===== src/hdl/dflc_pkg.sv =====
// Shared types and constants for the delimited frame link controller.
// No dependencies; the ALU, the controller and the testbench import this package.
`timescale 1ns / 1ps

package dflc_pkg;

  localparam int TIME_W     = 32;
  localparam int CFG_IDX_W  = 3;
  localparam int CFG_DATA_W = 16;
  localparam int RESULT_CAP = 32;

  // Register defaults after reset
  localparam logic [7:0]  START_CHAR_RST = 8'd60;
  localparam logic [7:0]  END_CHAR_RST   = 8'd62;
  localparam logic [15:0] TICK_STEP_RST  = 16'd10;
  localparam logic [15:0] RX_TMO_RST     = 16'd1000;
  localparam logic [15:0] TX_TMO_RST     = 16'd1000;

  typedef enum logic [1:0] {
    LINK_IDLE = 2'd0,
    LINK_RX   = 2'd1,
    LINK_TX   = 2'd2
  } link_state_e;

  typedef enum logic [1:0] {
    MODE_RX_BYTE = 2'd0,
    MODE_TICK    = 2'd1,
    MODE_LOAD    = 2'd2
  } in_mode_e;

  typedef enum logic [1:0] {
    KIND_STATUS     = 2'd0,
    KIND_TX_BYTE    = 2'd1,
    KIND_FRAME_BYTE = 2'd2,
    KIND_DISCARD    = 2'd3
  } res_kind_e;

  typedef enum logic [CFG_IDX_W-1:0] {
    CFG_START_CHAR = 3'd0,
    CFG_END_CHAR   = 3'd1,
    CFG_TICK_STEP  = 3'd2,
    CFG_RX_TIMEOUT = 3'd3,
    CFG_TX_TIMEOUT = 3'd4
  } cfg_idx_e;

  typedef enum logic [2:0] {
    SEQ_IDLE    = 3'd0,
    SEQ_TICK    = 3'd1,
    SEQ_ELAPSED = 3'd2,
    SEQ_CMP     = 3'd3,
    SEQ_EXEC    = 3'd4,
    SEQ_FRD     = 3'd5,
    SEQ_FOUT    = 3'd6
  } seq_state_e;

  typedef enum logic {
    ALU_ADD = 1'b0,
    ALU_SUB = 1'b1
  } alu_op_e;

  typedef struct packed {
    alu_op_e            op;
    logic [TIME_W-1:0]  a;
    logic [TIME_W-1:0]  b;
  } alu_req_t;

  typedef struct packed {
    logic [TIME_W-1:0]  sum;
    logic               carry;
  } alu_rsp_t;

  typedef struct packed {
    res_kind_e    kind;
    logic [7:0]   out_byte;
    logic         frame_last;
    logic [5:0]   frame_length;
    link_state_e  machine_state;
    logic         drive_enable;
    logic         send_pending;
    logic         last;
  } res_t;

endpackage


===== src/hdl/dflc_if.sv =====
// Valid/ready channel interfaces for the input items and the result beats.
// Standalone; payload widths follow the block's item and result fields.
`timescale 1ns / 1ps

interface dflc_in_if;
  logic       valid;
  logic       ready;
  logic [1:0] mode;
  logic [7:0] data;
  logic       load_last;

  modport source (output valid, mode, data, load_last, input ready);
  modport sink   (input valid, mode, data, load_last, output ready);
endinterface

interface dflc_out_if;
  logic       valid;
  logic       ready;
  logic [1:0] result_kind;
  logic [7:0] out_byte;
  logic       frame_last;
  logic [5:0] frame_length;
  logic [1:0] machine_state;
  logic       drive_enable;
  logic       send_pending;
  logic       last;

  modport source (output valid, result_kind, out_byte, frame_last, frame_length,
                  machine_state, drive_enable, send_pending, last, input ready);
  modport sink   (input valid, result_kind, out_byte, frame_last, frame_length,
                  machine_state, drive_enable, send_pending, last, output ready);
endinterface


===== src/hdl/dflc_alu.sv =====
// Shared 32-bit add/subtract unit used for time keeping and timeout checks.
// Depends on dflc_pkg for the request and response structs.
`timescale 1ns / 1ps

module dflc_alu import dflc_pkg::*; (
  input  alu_req_t req_i,
  output alu_rsp_t rsp_o
);

  logic [TIME_W:0]   acc;
  logic [TIME_W-1:0] b_op;
  logic              cin;

  // Subtract is a + ~b + 1; carry out set means a >= b
  always_comb begin
    case (req_i.op)
      ALU_ADD: begin
        b_op = req_i.b;
        cin  = 1'b0;
      end
      ALU_SUB: begin
        b_op = ~req_i.b;
        cin  = 1'b1;
      end
      default: begin
        b_op = req_i.b;
        cin  = 1'b0;
      end
    endcase
    acc = {1'b0, req_i.a} + {1'b0, b_op} + (TIME_W+1)'(cin);
  end

  assign rsp_o.sum   = acc[TIME_W-1:0];
  assign rsp_o.carry = acc[TIME_W];

endmodule


===== src/hdl/delimited_frame_link_controller.sv =====
// Sequencing: an item is accepted in idle, then passes four sequencer steps (time add,
// elapsed subtract, timeout compare, state update), the first three through the shared
// adder; the input is not ready for a new item until the sequencer is back in idle.
// A tick that delivers a frame adds a buffer read and an output load per frame byte.
// Output stalls hold the update and delivery steps. Reset (async, active low) clears
// all control state and loads register defaults; the byte buffers are not cleared.
`timescale 1ns / 1ps

module delimited_frame_link_controller import dflc_pkg::*; #(
  parameter int RX_DEPTH = 32,
  parameter int TX_DEPTH = 32
) (
  input  logic                  clk_i,
  input  logic                  rst_ni,
  input  logic                  cfg_we_i,
  input  logic [CFG_IDX_W-1:0]  cfg_idx_i,
  input  logic [CFG_DATA_W-1:0] cfg_wdata_i,
  dflc_in_if.sink               in_i,
  dflc_out_if.source            out_o
);

  localparam int RXC_W = $clog2(RX_DEPTH + 1);
  localparam int TXC_W = $clog2(TX_DEPTH + 1);
  localparam int RXA_W = (RX_DEPTH > 1) ? $clog2(RX_DEPTH) : 1;
  localparam int TXA_W = (TX_DEPTH > 1) ? $clog2(TX_DEPTH) : 1;

  // Configuration registers
  logic [7:0]  start_char_q, end_char_q;
  logic [15:0] tick_step_q, rx_tmo_q, tx_tmo_q;

  // Sequencer and latched item
  seq_state_e  state_q, state_d;
  logic [1:0]  mode_q;
  logic [7:0]  data_q;
  logic        ll_q;

  // Link state
  logic [TIME_W-1:0] time_q, time_d, rx_start_q, rx_start_d, tx_start_q, tx_start_d;
  logic [TIME_W-1:0] diff_q, diff_d;
  logic              late_q, late_d;
  link_state_e       link_q, link_d;
  logic [RXC_W-1:0]  rx_cnt_q, rx_cnt_d, idx_q, idx_d;
  logic              rx_done_q, rx_done_d, rx_fault_q, rx_fault_d;
  logic [TXC_W-1:0]  tx_len_q, tx_len_d, tx_pos_q, tx_pos_d, tx_pos_n;
  logic              tx_req_q, tx_req_d, tx_fault_q, tx_fault_d, tx_fault_n;
  logic              drv_q, drv_d;

  // Output register
  logic  out_valid_q, out_valid_d, out_free;
  res_t  res_q, res_d;
  res_kind_e   kind_n;
  logic [7:0]  byte_n;
  logic        deliver_n, frame_fin;

  // Buffers
  logic [7:0]  rx_mem [RX_DEPTH];
  logic [7:0]  tx_mem [TX_DEPTH];
  logic [7:0]  rx_rd_q, tx_rd_q;
  logic        rx_we, rx_re, tx_we, tx_re;

  // Shared adder
  alu_req_t alu_req;
  alu_rsp_t alu_rsp;

  dflc_alu u_alu (
    .req_i (alu_req),
    .rsp_o (alu_rsp)
  );

  // Configuration writes
  always_ff @(posedge clk_i or negedge rst_ni) begin
    if (!rst_ni) begin
      start_char_q <= START_CHAR_RST;
      end_char_q   <= END_CHAR_RST;
      tick_step_q  <= TICK_STEP_RST;
      rx_tmo_q     <= RX_TMO_RST;
      tx_tmo_q     <= TX_TMO_RST;
    end else if (cfg_we_i) begin
      case (cfg_idx_i)
        CFG_START_CHAR: start_char_q <= cfg_wdata_i[7:0];
        CFG_END_CHAR:   end_char_q   <= cfg_wdata_i[7:0];
        CFG_TICK_STEP:  tick_step_q  <= cfg_wdata_i;
        CFG_RX_TIMEOUT: rx_tmo_q     <= cfg_wdata_i;
        CFG_TX_TIMEOUT: tx_tmo_q     <= cfg_wdata_i;
        default: ;
      endcase
    end
  end

  assign in_i.ready = (state_q == SEQ_IDLE);
  assign out_free   = !out_valid_q || out_o.ready;
  assign frame_fin  = ((idx_q + RXC_W'(1)) == rx_cnt_q) || (32'(idx_q) == RESULT_CAP - 1);

  // Adder operands per sequencer step
  always_comb begin
    alu_req.op = ALU_ADD;
    alu_req.a  = time_q;
    alu_req.b  = {16'd0, tick_step_q};
    case (state_q)
      SEQ_ELAPSED: begin
        alu_req.op = ALU_SUB;
        alu_req.b  = (link_q == LINK_TX) ? tx_start_q : rx_start_q;
      end
      SEQ_CMP: begin
        alu_req.op = ALU_SUB;
        alu_req.a  = {16'd0, (link_q == LINK_TX) ? tx_tmo_q : rx_tmo_q};
        alu_req.b  = diff_q;
      end
      default: ;
    endcase
  end

  // Sequencer: next state, link updates and result beats
  always_comb begin
    state_d     = state_q;
    time_d      = time_q;
    rx_start_d  = rx_start_q;
    tx_start_d  = tx_start_q;
    diff_d      = diff_q;
    late_d      = late_q;
    link_d      = link_q;
    rx_cnt_d    = rx_cnt_q;
    idx_d       = idx_q;
    rx_done_d   = rx_done_q;
    rx_fault_d  = rx_fault_q;
    tx_len_d    = tx_len_q;
    tx_pos_d    = tx_pos_q;
    tx_req_d    = tx_req_q;
    tx_fault_d  = tx_fault_q;
    drv_d       = drv_q;
    out_valid_d = out_valid_q && !out_o.ready;
    res_d       = res_q;
    rx_we       = 1'b0;
    rx_re       = 1'b0;
    tx_we       = 1'b0;
    tx_re       = 1'b0;
    kind_n      = KIND_STATUS;
    byte_n      = 8'd0;
    deliver_n   = 1'b0;
    tx_pos_n    = tx_pos_q;
    tx_fault_n  = tx_fault_q;

    case (state_q)
      SEQ_IDLE: begin
        if (in_i.valid) state_d = SEQ_TICK;
      end

      SEQ_TICK: begin
        if (mode_q == MODE_TICK) time_d = alu_rsp.sum;
        state_d = SEQ_ELAPSED;
      end

      SEQ_ELAPSED: begin
        diff_d = alu_rsp.sum;
        // fetch the next byte to send ahead of the update step
        tx_re   = (link_q == LINK_TX) && (tx_pos_q < TXC_W'(TX_DEPTH));
        state_d = SEQ_CMP;
      end

      SEQ_CMP: begin
        late_d  = !alu_rsp.carry;
        state_d = SEQ_EXEC;
      end

      SEQ_EXEC: begin
        if (out_free) begin
          case (mode_q)
            MODE_RX_BYTE: begin
              case (link_q)
                LINK_IDLE: begin
                  if (data_q == start_char_q) begin
                    link_d     = LINK_RX;
                    rx_start_d = time_q;
                    rx_done_d  = 1'b0;
                    rx_fault_d = 1'b0;
                    rx_cnt_d   = '0;
                  end
                end
                LINK_RX: begin
                  if (data_q == end_char_q) begin
                    rx_done_d = 1'b1;
                  end else if (late_q || (rx_cnt_q >= RXC_W'(RX_DEPTH))) begin
                    rx_fault_d = 1'b1;
                  end else begin
                    rx_we    = 1'b1;
                    rx_cnt_d = rx_cnt_q + RXC_W'(1);
                  end
                end
                default: begin
                  // byte on the line aborts a send
                  link_d   = LINK_IDLE;
                  drv_d    = 1'b0;
                  tx_pos_d = '0;
                  tx_req_d = 1'b0;
                  tx_len_d = '0;
                end
              endcase
            end

            MODE_TICK: begin
              case (link_q)
                LINK_IDLE: begin
                  if (rx_fault_q) begin
                    rx_fault_d = 1'b0;
                    kind_n     = KIND_DISCARD;
                  end else if (rx_done_q) begin
                    rx_done_d = 1'b0;
                    deliver_n = (rx_cnt_q != '0);
                  end else if (tx_fault_q) begin
                    tx_fault_d = 1'b0;
                    kind_n     = KIND_DISCARD;
                  end
                  if (tx_req_q) begin
                    drv_d      = 1'b1;
                    link_d     = LINK_TX;
                    tx_start_d = time_q;
                    tx_pos_d   = '0;
                    tx_fault_d = 1'b0;
                  end
                end
                LINK_RX: begin
                  rx_fault_d = rx_fault_q | late_q;
                  if (rx_done_q || rx_fault_q || late_q) begin
                    link_d   = LINK_IDLE;
                    drv_d    = 1'b0;
                    tx_pos_d = '0;
                  end
                end
                default: begin
                  if ((tx_pos_q < tx_len_q) && (tx_pos_q < TXC_W'(TX_DEPTH))) begin
                    kind_n   = KIND_TX_BYTE;
                    byte_n   = tx_rd_q;
                    tx_pos_n = tx_pos_q + TXC_W'(1);
                  end
                  tx_fault_n = tx_fault_q | late_q;
                  tx_fault_d = tx_fault_n;
                  tx_pos_d   = tx_pos_n;
                  if ((tx_pos_n == tx_len_q) || tx_fault_n) begin
                    link_d   = LINK_IDLE;
                    drv_d    = 1'b0;
                    tx_pos_d = '0;
                    tx_req_d = 1'b0;
                    tx_len_d = '0;
                  end
                end
              endcase
            end

            MODE_LOAD: begin
              if (!tx_req_q) begin
                if (tx_len_q < TXC_W'(TX_DEPTH)) begin
                  tx_we    = 1'b1;
                  tx_len_d = tx_len_q + TXC_W'(1);
                end
                if (ll_q) tx_req_d = 1'b1;
              end
            end

            default: ;
          endcase

          if (deliver_n) begin
            idx_d   = '0;
            state_d = SEQ_FRD;
          end else begin
            out_valid_d         = 1'b1;
            res_d.kind          = kind_n;
            res_d.out_byte      = byte_n;
            res_d.frame_last    = 1'b0;
            res_d.frame_length  = '0;
            res_d.machine_state = link_d;
            res_d.drive_enable  = drv_d;
            res_d.send_pending  = tx_req_d;
            res_d.last          = 1'b1;
            state_d             = SEQ_IDLE;
          end
        end
      end

      SEQ_FRD: begin
        rx_re   = 1'b1;
        state_d = SEQ_FOUT;
      end

      SEQ_FOUT: begin
        if (out_free) begin
          out_valid_d         = 1'b1;
          res_d.kind          = KIND_FRAME_BYTE;
          res_d.out_byte      = rx_rd_q;
          res_d.frame_last    = ((idx_q + RXC_W'(1)) == rx_cnt_q);
          res_d.frame_length  = 6'(rx_cnt_q);
          res_d.machine_state = link_q;
          res_d.drive_enable  = drv_q;
          res_d.send_pending  = tx_req_q;
          res_d.last          = frame_fin;
          if (frame_fin) begin
            state_d = SEQ_IDLE;
          end else begin
            idx_d   = idx_q + RXC_W'(1);
            state_d = SEQ_FRD;
          end
        end
      end

      default: state_d = SEQ_IDLE;
    endcase
  end

  // Control state
  always_ff @(posedge clk_i or negedge rst_ni) begin
    if (!rst_ni) begin
      state_q     <= SEQ_IDLE;
      time_q      <= '0;
      rx_start_q  <= '0;
      tx_start_q  <= '0;
      link_q      <= LINK_IDLE;
      rx_cnt_q    <= '0;
      idx_q       <= '0;
      rx_done_q   <= 1'b0;
      rx_fault_q  <= 1'b0;
      tx_len_q    <= '0;
      tx_pos_q    <= '0;
      tx_req_q    <= 1'b0;
      tx_fault_q  <= 1'b0;
      drv_q       <= 1'b0;
      out_valid_q <= 1'b0;
    end else begin
      state_q     <= state_d;
      time_q      <= time_d;
      rx_start_q  <= rx_start_d;
      tx_start_q  <= tx_start_d;
      link_q      <= link_d;
      rx_cnt_q    <= rx_cnt_d;
      idx_q       <= idx_d;
      rx_done_q   <= rx_done_d;
      rx_fault_q  <= rx_fault_d;
      tx_len_q    <= tx_len_d;
      tx_pos_q    <= tx_pos_d;
      tx_req_q    <= tx_req_d;
      tx_fault_q  <= tx_fault_d;
      drv_q       <= drv_d;
      out_valid_q <= out_valid_d;
    end
  end

  // Payload registers: latched item, step results, result beat
  always_ff @(posedge clk_i) begin
    if (in_i.valid && in_i.ready) begin
      mode_q <= in_i.mode;
      data_q <= in_i.data;
      ll_q   <= in_i.load_last;
    end
    diff_q <= diff_d;
    late_q <= late_d;
    res_q  <= res_d;
  end

  // Receive buffer
  always_ff @(posedge clk_i) begin
    if (rx_we) rx_mem[rx_cnt_q[RXA_W-1:0]] <= data_q;
    if (rx_re) rx_rd_q <= rx_mem[idx_q[RXA_W-1:0]];
  end

  // Send buffer
  always_ff @(posedge clk_i) begin
    if (tx_we) tx_mem[tx_len_q[TXA_W-1:0]] <= data_q;
    if (tx_re) tx_rd_q <= tx_mem[tx_pos_q[TXA_W-1:0]];
  end

  assign out_o.valid         = out_valid_q;
  assign out_o.result_kind   = res_q.kind;
  assign out_o.out_byte      = res_q.out_byte;
  assign out_o.frame_last    = res_q.frame_last;
  assign out_o.frame_length  = res_q.frame_length;
  assign out_o.machine_state = res_q.machine_state;
  assign out_o.drive_enable  = res_q.drive_enable;
  assign out_o.send_pending  = res_q.send_pending;
  assign out_o.last          = res_q.last;

  // Checks
  a_accept_starts_seq: assert property (@(posedge clk_i) disable iff (!rst_ni)
    (in_i.valid && in_i.ready) |=> (state_q == SEQ_TICK))
    else $error("sequencer did not start after an input beat");

  a_driver_tracks_tx: assert property (@(posedge clk_i) disable iff (!rst_ni)
    drv_q == (link_q == LINK_TX))
    else $error("line driver out of step with sending state");

  a_tx_pos_bound: assert property (@(posedge clk_i) disable iff (!rst_ni)
    tx_pos_q <= tx_len_q)
    else $error("send position past send length");

  a_rx_cnt_bound: assert property (@(posedge clk_i) disable iff (!rst_ni)
    rx_cnt_q <= RXC_W'(RX_DEPTH))
    else $error("receive count past buffer depth");

endmodule


===== src/flat_wrapper.sv =====
// flat-port wrapper written by rule: the top's interface ports become plain ports
module delimited_frame_link_controller_flat import dflc_pkg::*;
#(
  parameter int RX_DEPTH = 32,
  parameter int TX_DEPTH = 32
)
  (clk_i, rst_ni, cfg_we_i, cfg_idx_i, cfg_wdata_i, in_i_valid, in_i_mode, in_i_data, in_i_load_last, in_i_ready, out_o_valid, out_o_result_kind, out_o_out_byte, out_o_frame_last, out_o_frame_length, out_o_machine_state, out_o_drive_enable, out_o_send_pending, out_o_last, out_o_ready);
  dflc_in_if in_i_i ();
  dflc_out_if out_o_i ();
  input  logic clk_i;
  input  logic rst_ni;
  input  logic cfg_we_i;
  input  logic [CFG_IDX_W-1:0] cfg_idx_i;
  input  logic [CFG_DATA_W-1:0] cfg_wdata_i;
  input wire logic [$bits(in_i_i.valid)-1:0] in_i_valid;
  input wire logic [$bits(in_i_i.mode)-1:0] in_i_mode;
  input wire logic [$bits(in_i_i.data)-1:0] in_i_data;
  input wire logic [$bits(in_i_i.load_last)-1:0] in_i_load_last;
  output wire logic [$bits(in_i_i.ready)-1:0] in_i_ready;
  output wire logic [$bits(out_o_i.valid)-1:0] out_o_valid;
  output wire logic [$bits(out_o_i.result_kind)-1:0] out_o_result_kind;
  output wire logic [$bits(out_o_i.out_byte)-1:0] out_o_out_byte;
  output wire logic [$bits(out_o_i.frame_last)-1:0] out_o_frame_last;
  output wire logic [$bits(out_o_i.frame_length)-1:0] out_o_frame_length;
  output wire logic [$bits(out_o_i.machine_state)-1:0] out_o_machine_state;
  output wire logic [$bits(out_o_i.drive_enable)-1:0] out_o_drive_enable;
  output wire logic [$bits(out_o_i.send_pending)-1:0] out_o_send_pending;
  output wire logic [$bits(out_o_i.last)-1:0] out_o_last;
  input wire logic [$bits(out_o_i.ready)-1:0] out_o_ready;
  assign in_i_i.valid = in_i_valid;
  assign in_i_i.mode = in_i_mode;
  assign in_i_i.data = in_i_data;
  assign in_i_i.load_last = in_i_load_last;
  assign in_i_ready = in_i_i.ready;
  assign out_o_valid = out_o_i.valid;
  assign out_o_result_kind = out_o_i.result_kind;
  assign out_o_out_byte = out_o_i.out_byte;
  assign out_o_frame_last = out_o_i.frame_last;
  assign out_o_frame_length = out_o_i.frame_length;
  assign out_o_machine_state = out_o_i.machine_state;
  assign out_o_drive_enable = out_o_i.drive_enable;
  assign out_o_send_pending = out_o_i.send_pending;
  assign out_o_last = out_o_i.last;
  assign out_o_i.ready = out_o_ready;
  delimited_frame_link_controller #(.RX_DEPTH(RX_DEPTH), .TX_DEPTH(TX_DEPTH)) u_core (.clk_i(clk_i), .rst_ni(rst_ni), .cfg_we_i(cfg_we_i), .cfg_idx_i(cfg_idx_i), .cfg_wdata_i(cfg_wdata_i), .in_i(in_i_i), .out_o(out_o_i));
endmodule

===== config.mk =====
export PLATFORM = sky130hd
export DESIGN_NAME = delimited_frame_link_controller_flat
export DESIGN_NICKNAME = d
export VERILOG_FILES = /design/src/hdl/dflc_pkg.sv /design/src/hdl/dflc_if.sv /design/src/hdl/dflc_alu.sv /design/src/hdl/delimited_frame_link_controller.sv /design/src/flat_wrapper.sv
export SDC_FILE = /design/constraint.sdc
export NUM_CORES = 1
export LEC_CHECK = 0
export ABC_AREA = 1
export CAP_MARGIN = 20
export CORE_ASPECT_RATIO = 1.2
export CORE_MARGIN = 1.5
export CORE_UTILIZATION = 58
export CTS_BUF_LIST = sky130_fd_sc_hd__clkbuf_16
export CTS_CLUSTER_SIZE = 14
export DETAILED_ROUTE_END_ITERATION = 7
export DONT_BUFFER_PORTS = 1
export GPL_TIMING_DRIVEN = 0
export PLACE_DENSITY = 0.76
export SETUP_SLACK_MARGIN = 0.3
export SYNTH_ARGS = -nofsm -noshare
export SYNTH_HDL_FRONTEND = slang
export SYNTH_SLANG_ARGS = --single-unit

===== constraint.sdc =====
create_clock -name clk_i -period 4.8 [get_ports clk_i]
set_input_delay 0.24 -clock clk_i [delete_from_list [all_inputs] [get_ports clk_i]]
set_output_delay 0.24 -clock clk_i [all_outputs]
set_load 0.05 [all_outputs]

==> results.toml <==
[timing]
finalSetupTns_ns = 0
fin_skew_ns = 0.0321
fin_crit_sh_pct = 87.7
grt_setup_unrepaired = "true"
hold_slack_ns = -0.700
final-hold-violation-count = 195
setup_slack_ns = 0.592
worst_pin_slew_ns = 1.10
slew_violations = 0
relSlewSlack_pct = 26.3
period_minus_slack_ns = 4.21
fmax_mhz = 238
setup_violations = 0

[setup_path]
critPathLaunchType = "register"
rr_worst_depth = 16
critPathMaxFanout = 10
crit_start = "u_core.link_q[0]$_DFFE_PN0P_"
cpPeakStageDelay_ns = 0.59
crit_family = "compound AO/OA/AOI/OAI gates"
cpMaxStageDelayCell = "clkbuf_1"
r2r_start = "u_core.link_q[0]$_DFFE_PN0P_"
critPathRequiredTime_ns = 5.33
crit_buf_inv = 3
cp.arrival_ns = 4.74
timing.rr.end = "u_core.time_q[28]$_DFFE_PN0P_"
critical_path_class = "register to register"
path_common_cell = "nand2_1"
crit_path_end_kind = "register"
path_cells = "inv_1 > nand2_1 > clkbuf_1 > clkbuf_1 > o21ai_0 > o22ai_1 > ha_1 > nand2_1 > o21ai_0 > a21oi_1 > o21ai_1 > nand4_1 > nand2_1 > xor2_1 > nand2_1 > o21ai_0"
rrSetupSlack_ns = 0.59

[synth]
yosysSeqAreaShare_pct = 65.9
synth_largest_area_cell = "edfxtp_1"
synth_seq_cells = 789
synth_edf_count = 594
ys_top_cells_by_area = "edfxtp_1, dfrtp_1, o21ai_0"
synth_cell_type_count = 55
syn_avg_cell_area_sq_um = 10.7
synthArstFlopShare_pct = 24.7
synth_area_sq_um = 34500
synth_fp_nets = 3310
syn-instance-count = 3228
yosysTopAreaCellShare_pct = 51.7
yosys_warnings = 0
yosys_most_used_dff = "edfxtp_1"

[die]
io_pins = 59
die-area_sq_um = 61000
rows = 97
core_area_sq_um = 58600
die_w_microns = 226
start_util_pct = 58.9
die_h_microns = 270

[power_and_ir_drop]
p_leak_nw = 14.2
ir_drop_mv = 0.459
finalPower_mw = 21.5
p_per_area_nw_per_um2 = 555

[place]
dpl-instance-area_sq_um = 36100
port_buffers = 0
dp_hpwl_microns = 69700
placedCellCount = 4045
gp_congestion = 0.998
pre_cts_ws_ns = 0.147

[cells_and_area]
drive_gt1_share_pct = 6.68
layout_common_cells = "edfxtp_1, nand2_1, o21ai_0"
layout.nets = 3448
design_area_sq_um = 38900
final_common_cell = "edfxtp_1"
area_growth_pct = 12.5
nFillCells = 4393
final_cells = 4221
utilization_pct = 66.3

[global_routing]
grt_max_degree = 196
first_global_vias = 26200
gr-usage-all-layers_pct = 33.9
overflow = 0
grt_antenna_before_repair = 3
grt_pass1_wl_microns = 155000

[clock_tree]
htreeDepth = 3
cts-buffers-inserted = 77
root_buffer = "clkbuf_16"
cts_setup_buffers = 0
postCtsHoldBufs = 34
clk_latency_ns = 0.65
cts_tree = "built"
ctsLongestPathBuffers = 3
numClockSinks = 789
clkSlewWorstSetupHoldPaths_ns = 0.06

[detailed_routing]
drc = 0
ant_nets = 0
drt_iter0_markers = 3775
via_per_inst = 6.28
wire_per_inst_microns = 24.2
first_pass_iters = 6
wirelength_microns = 102000
routed-via-count = 26500

[hold_path]
hold_class = "primary input to asynchronous set/reset pin"

[outcome]
status = "finished with violations"
violations = "negative hold slack"

[job]
drv_cap = 0
==> worst max-delay path by stage <==
stage               cells past startpoint                            end
floorplan                              18    u_core.diff_q[23]$_DFFE_PP_
global placement                       17  u_core.time_q[24]$_DFFE_PN0P_
detailed placement                     18  u_core.time_q[24]$_DFFE_PN0P_
CTS                                    17  u_core.time_q[28]$_DFFE_PN0P_
global route                           16  u_core.time_q[28]$_DFFE_PN0P_
finish                                 16  u_core.time_q[28]$_DFFE_PN0P_
==> final cells by class <==
class / instances / area, sq um / area share, %
plain buffers: 168 / 674 / 1.74
repair buffers: 59 / 897 / 2.31
well taps: 792 / 991 / 2.55
clock buffers: 78 / 1950 / 5.02
flip-flops and latches: 789 / 22700 / 58.5
clock inverters: 63 / 455 / 1.17
diodes: 1 / 2.50 / 0.00644
inverters: 164 / 616 / 1.58
multi-input cells: 2107 / 10500 / 27.1
==> logic make-up (layout without fill, tap and decap cells) <==
| family | count (synthesis) | count (layout) | share of synthesized area [%] |
|---|---|---|---|
| AOI/OAI and AO/OA | 852 | 852 | 13.8 |
| xor gates and xnor gates | 46 | 46 | 1.25 |
| adders and majority gates | 47 | 47 | 1.72 |
| buffers and inverters | 332 | 532 | 3.71 |
| DFF | 789 | 789 | 65.9 |
| other | 0 | 1 | 0 |
| and+or+nand+nor | 1162 | 1162 | 13.6 |
==> Yosys cell counts, types with 7 or more instances <==
cell      number
nand2_2       11
nor3_1        19
nor2_1       490
inv_2          7
o21ai_1        7
inv_1        154
nand2_1      513
a21oi_1       94
xor2_1        20
nand4_1       16
o22ai_1      122
o31ai_1       10
edfxtp_1     594
buf_1          8
o21ai_0      514
ha_1          46
xnor2_1       22
a211oi_1      33
dfrtp_1      172
dfstp_2       23
o221ai_1      35
o211ai_1      12
clkbuf_1     141
buf_2         16
nand3_1       84
==> report_power, final <==
group	switching (mW)	internal (mW)	total [mW]
Combinational	4.79	2.01	6.81
Clock	2.63	3.24	5.87
Sequential	0.518	8.36	8.87
==> sequential cells by signal, indices dropped and copies added, names as in the netlist, 8 cells and up <==
signal                 count
u_core.data_q              8
u_core.diff_q             32
u_core.end_char_q          8
u_core.out_o.out_byte      8
u_core.rx_mem            256
u_core.rx_rd_q             8
u_core.rx_start_q         32
u_core.rx_tmo_q           16
u_core.start_char_q        8
u_core.tick_step_q        16
u_core.time_q             32
u_core.tx_mem            256
u_core.tx_rd_q             8
u_core.tx_start_q         32
u_core.tx_tmo_q           16
==> routing by layer <==
| metal | share of wire [%] | global-route usage, % | vias up |
|---|---|---|---|
| met3 | 9.7 | 5.69 | 286 |
| met1 | 37 | 44.9 | 12900 |
| met2 | 48 | 54.7 | 1598 |
| li1 | - | - | 11700 |
| met4 | 4.5 | 16.3 | 4 |
| met5 | 0.026 | 0 | - |
==> worst reg2reg max path: stages (launching register included) <==
cell      delay (ns)
dfrtp_1         0.39
inv_1           0.17
nand2_1         0.22
clkbuf_1        0.48
clkbuf_1        0.59
o21ai_0         0.17
o22ai_1         0.24
ha_1            0.25
nand2_1         0.11
o21ai_0         0.23
a21oi_1         0.11
o21ai_1         0.48
nand4_1         0.16
nand2_1         0.17
xor2_1          0.20
nand2_1         0.07
o21ai_0         0.09
==> repair_timing <==
| action | CTS | global route |
|---|---|---|
| gates resized for setup | 1 | 13 |
| gates cloned | 0 | 0 |
| setup endpoints to repair | 4 | 18 |
| endpoints found under the hold margin | 274 | 195 |
Note: power is estimated with default switching activity, not from simulation.
